<file path="config.mk">
export PLATFORM = sky130hd
export DESIGN_NAME = pdt_slot
export DESIGN_NICKNAME = d
export VERILOG_FILES = /design/src/sv/pdt_pkg.sv /design/src/sv/pdt_slot.sv
export SDC_FILE = /design/constraint.sdc
export NUM_CORES = 1
export LEC_CHECK = 0
export BUFFER_PORTS_ARGS = -buffer_cell sky130_fd_sc_hd__clkbuf_2
export CAP_MARGIN = 20
export CELL_PAD_IN_SITES_DETAIL_PLACEMENT = 0
export CELL_PAD_IN_SITES_GLOBAL_PLACEMENT = 1
export CORE_ASPECT_RATIO = 1.2
export CORE_MARGIN = 4
export CORE_UTILIZATION = 43
export DETAILED_ROUTE_END_ITERATION = 10
export PLACE_DENSITY = 0.85
export SLEW_MARGIN = 10
export SYNTH_ARGS = -nofsm -noshare
export SYNTH_HDL_FRONTEND = slang
export SYNTH_SLANG_ARGS = --single-unit
</file>
<file path="constraint.sdc">
create_clock -name vclk -period 6.9
set_input_delay 0.345 -clock vclk [all_inputs]
set_output_delay 0.345 -clock vclk [all_outputs]
set_load 0.02 [all_outputs]
</file>
<file path="src/sv/pdt_pkg.sv">
// Shared constants and codes for the pairwise distance table.
`timescale 1ns / 1ps
`default_nettype none

package pdt_pkg;

    // Fixed widths of the transfer fields
    localparam int OP_W        = 2;
    localparam int ID_W        = 6;
    localparam int DIST_PORT_W = 64;
    localparam int STATUS_W    = 2;

    // Defaults for the top-level parameters
    localparam int MAX_IDS_DEF    = 64;
    localparam int DIST_WIDTH_DEF = 64;

    // Operation codes
    localparam logic [OP_W-1:0] OP_ALLOC = 2'd0;
    localparam logic [OP_W-1:0] OP_FREE  = 2'd1;
    localparam logic [OP_W-1:0] OP_SET   = 2'd2;
    localparam logic [OP_W-1:0] OP_GET   = 2'd3;

    // Result status codes
    localparam logic [STATUS_W-1:0] STAT_DONE     = 2'd0;
    localparam logic [STATUS_W-1:0] STAT_INVALID  = 2'd1;
    localparam logic [STATUS_W-1:0] STAT_NO_ID    = 2'd2;
    localparam logic [STATUS_W-1:0] STAT_OVERFLOW = 2'd3;

endpackage

`default_nettype wire

</file>
<file path="src/sv/pdt_slot.sv">
// Triangular index of an unordered ID pair: hi*(hi-1)/2 + lo.
`timescale 1ns / 1ps
`default_nettype none

module pdt_slot #(
    parameter int MAX_IDS = pdt_pkg::MAX_IDS_DEF
) (
    id_a,
    id_b,
    slot
);

    localparam int IDW        = $clog2(MAX_IDS);
    localparam int PAIR_DEPTH = MAX_IDS * (MAX_IDS - 1) / 2;
    localparam int PAW        = (PAIR_DEPTH > 1) ? $clog2(PAIR_DEPTH) : 1;
    localparam int PW         = 2 * IDW;

    input  wire logic [IDW-1:0] id_a;
    input  wire logic [IDW-1:0] id_b;
    output logic      [PAW-1:0] slot;

    logic [IDW-1:0] lo;
    logic [IDW-1:0] hi;
    logic [PW-1:0]  prod;

    always_comb begin
        lo = (id_a < id_b) ? id_a : id_b;
        hi = (id_a < id_b) ? id_b : id_a;
        // hi is at least 1 for any distinct pair
        prod = PW'(hi) * PW'(hi - 1'b1);
        slot = PAW'((prod >> 1) + PW'(lo));
    end

endmodule

`default_nettype wire

</file>
==> summary.txt <==
Detailed routing
  • Iter 0 DRT Violations: 35
  • Pre-antenna DRT Iters: 4
  • DRC: 0
  • Vias/cell: 4.96
  • Total wire length: 4690 um
  • Number of antenna-violating nets in the routed design: 0
  • Vias: 1873
  • Drt wl/cell: 12.4 um

Critical path
  • Crit path capture type: output port
  • Max stage delay on crit path: 510 ps
  • CP required: 6550 ps
  • Startpoint types: input pin
  • Critical path's slowest cell: fa_1
  • Most used cell, CP: fa_1
  • CP arrival: 6260 ps
  • CP delay by family, top: adder cells
  • Critical path fanouts, max: 8
  • WP buf/inv: 8
  • Worst Setup Path Type: input pin to output port

Synth
  • Synth Instances: 250
  • Syn_nets: 332
  • Main combinational cell family by area after synthesis: adder cells
  • Yosys warnings: 0
  • Library cells used by synthesis: 38
  • Simple-gate share of the synthesized area: 0.152
  • Xor and xnor area share after synthesis: 0.0651
  • Sequential fraction of the synthesis area: 0
  • Mux share of post-synthesis cell area: 0.0812
  • Compound-Gate Fraction of Synth Area: 0.108
  • Mapped cell area: 2100 um2
  • Post-Synth Adder-Cell Area: 0.493
  • Syn_area_per_cell: 8.38 um2

Timing
  • Final setup vio count: 0
  • Post-route setup slack: 290 ps
  • Final Cycle Share: 0.958
  • Slew Viols, Final: 0
  • Hold Fails Final Rpt: 0
  • Crit path time final: 6610 ps
  • Setup TNS: 0 ps
  • Worst slew pin tran: 397 ps
  • F_max: 0.151 GHz
  • Slew headroom: 0.734

Floorplan
  • Die Area: 6060 um2
  • Starting Density: 0.450
  • Chip height: 84.5 um
  • Die X: 71.7 um
  • I/O pin cnt: 23
  • Core region area: 4660 um2
  • FP Rows: 27

Finish
  • Layout cells sized above 1: 0.384
  • Ant diodes: 0
  • Total number of sequential cells: 0
  • Register area: 0 um2
  • Number of clock buffers in the layout: 0
  • Final nets: 404
  • Syn-to-layout area delta: 36.6%
  • Design area: 2860 um2

GRT
  • Pin count of the biggest net entering global routing: 9
  • First-pass GRT wire length: 8130 um
  • Initial antenna violation count: 0
  • Overall Global Routing Usage: 0.159
  • GRT overflow: 0
  • Vias in the first global route: 1942

Worst hold path
  • Min-Delay Endpoint: slot[0]
  • Worst Hold Class: input pin to output port
  • Hold path depth: 4
  • Hold_sp: id_b[0]

Placement
  • Hpwl dp: 3990 um
  • Dpl cell area: 2580 um2
  • PortBufs: 23
  • Routability cong.: 0.897
  • Placement Setup Slack: -108 ps

Run
  • # Max-Cap Violations: 0

Clock tree
  • Hold_buf cts: 0

Outcome
  • Status: complete, no violations
[kinds of logic after synthesis]
| family | Yosys count |
|---|---|
| buf+inv | 54 |
| xor+xnor | 14 |
| compound gates | 33 |
| fa+ha+maj | 70 |
| simple gates | 66 |
| mux | 13 |
[layout by cell type (no fill, tap or decap), types with 7 or more instances in the layout]
cell type / count
nand2_1: 10
nor2_1: 26
fa_1: 21
inv_2: 7
inv_1: 45
buf_4: 48
clkbuf_2: 21
xnor2_1: 11
ha_1: 41
ha_4: 7
[cells in the mapped netlist (4+ instances only)]
library cell / n / area share
ha_1: 49 / 0.29
inv_1: 49 / 0.088
nor2_1: 28 / 0.050
fa_1: 21 / 0.20
xnor2_1: 11 / 0.046
nand2_1: 10 / 0.018
a21oi_1: 7 / 0.017
o21ai_0: 7 / 0.017
mux2_2: 6 / 0.032
o21a_1: 5 / 0.018
a21o_1: 4 / 0.014
nand2b_1: 4 / 0.012
nor2b_1: 4 / 0.012
nor3_1: 4 / 0.0096
nor4_1: 4 / 0.012
[metal layers]
| layer | global-route usage | wire [um] |
|---|---|---|
| met5 | 0 | 0 |
| met3 | 0.00599 | 105 |
| met2 | 0.290 | 2470 |
| met4 | 0.0410 | 113 |
| met1 | 0.202 | 2010 |
[final cells by class]
class                      instances  area [um2]
fill                             405        1800
inverter                          52         195
timing repair buffer              72         495
multi-input combinational        196        2100
tap                               58        72.6
[worst max-delay path by stage]
stage | startpoint | end | slack (ps) | depth (start not counted)
floorplan | id_b[4] | slot[9] | 180 | 25
global placement | id_b[4] | slot[10] | -20 | 29
detailed placement | id_b[4] | slot[10] | -110 | 28
CTS | id_b[4] | slot[10] | 0.5 | 29
global route | id_b[1] | slot[10] | -40 | 30
finish | id_b[1] | slot[7] | 290 | 28
[timing repair]
action,in CTS,in global routing
resized for setup,15,32
pin swaps,7,21
buffers inserted,2,5
setup endpoints to repair,4,6
[metrics by stage]
step	hold WS, ps	util	cells
global placement	1300	0.554	371
CTS	1320	0.570	373
detailed placement	1300	0.554	371
floorplan	1030	-	250
global route	1390	0.614	378
finish	1340	0.614	378
Power is not shown: default switching activity piles up to over one toggle a cycle in this logic, so the estimate is an artifact.
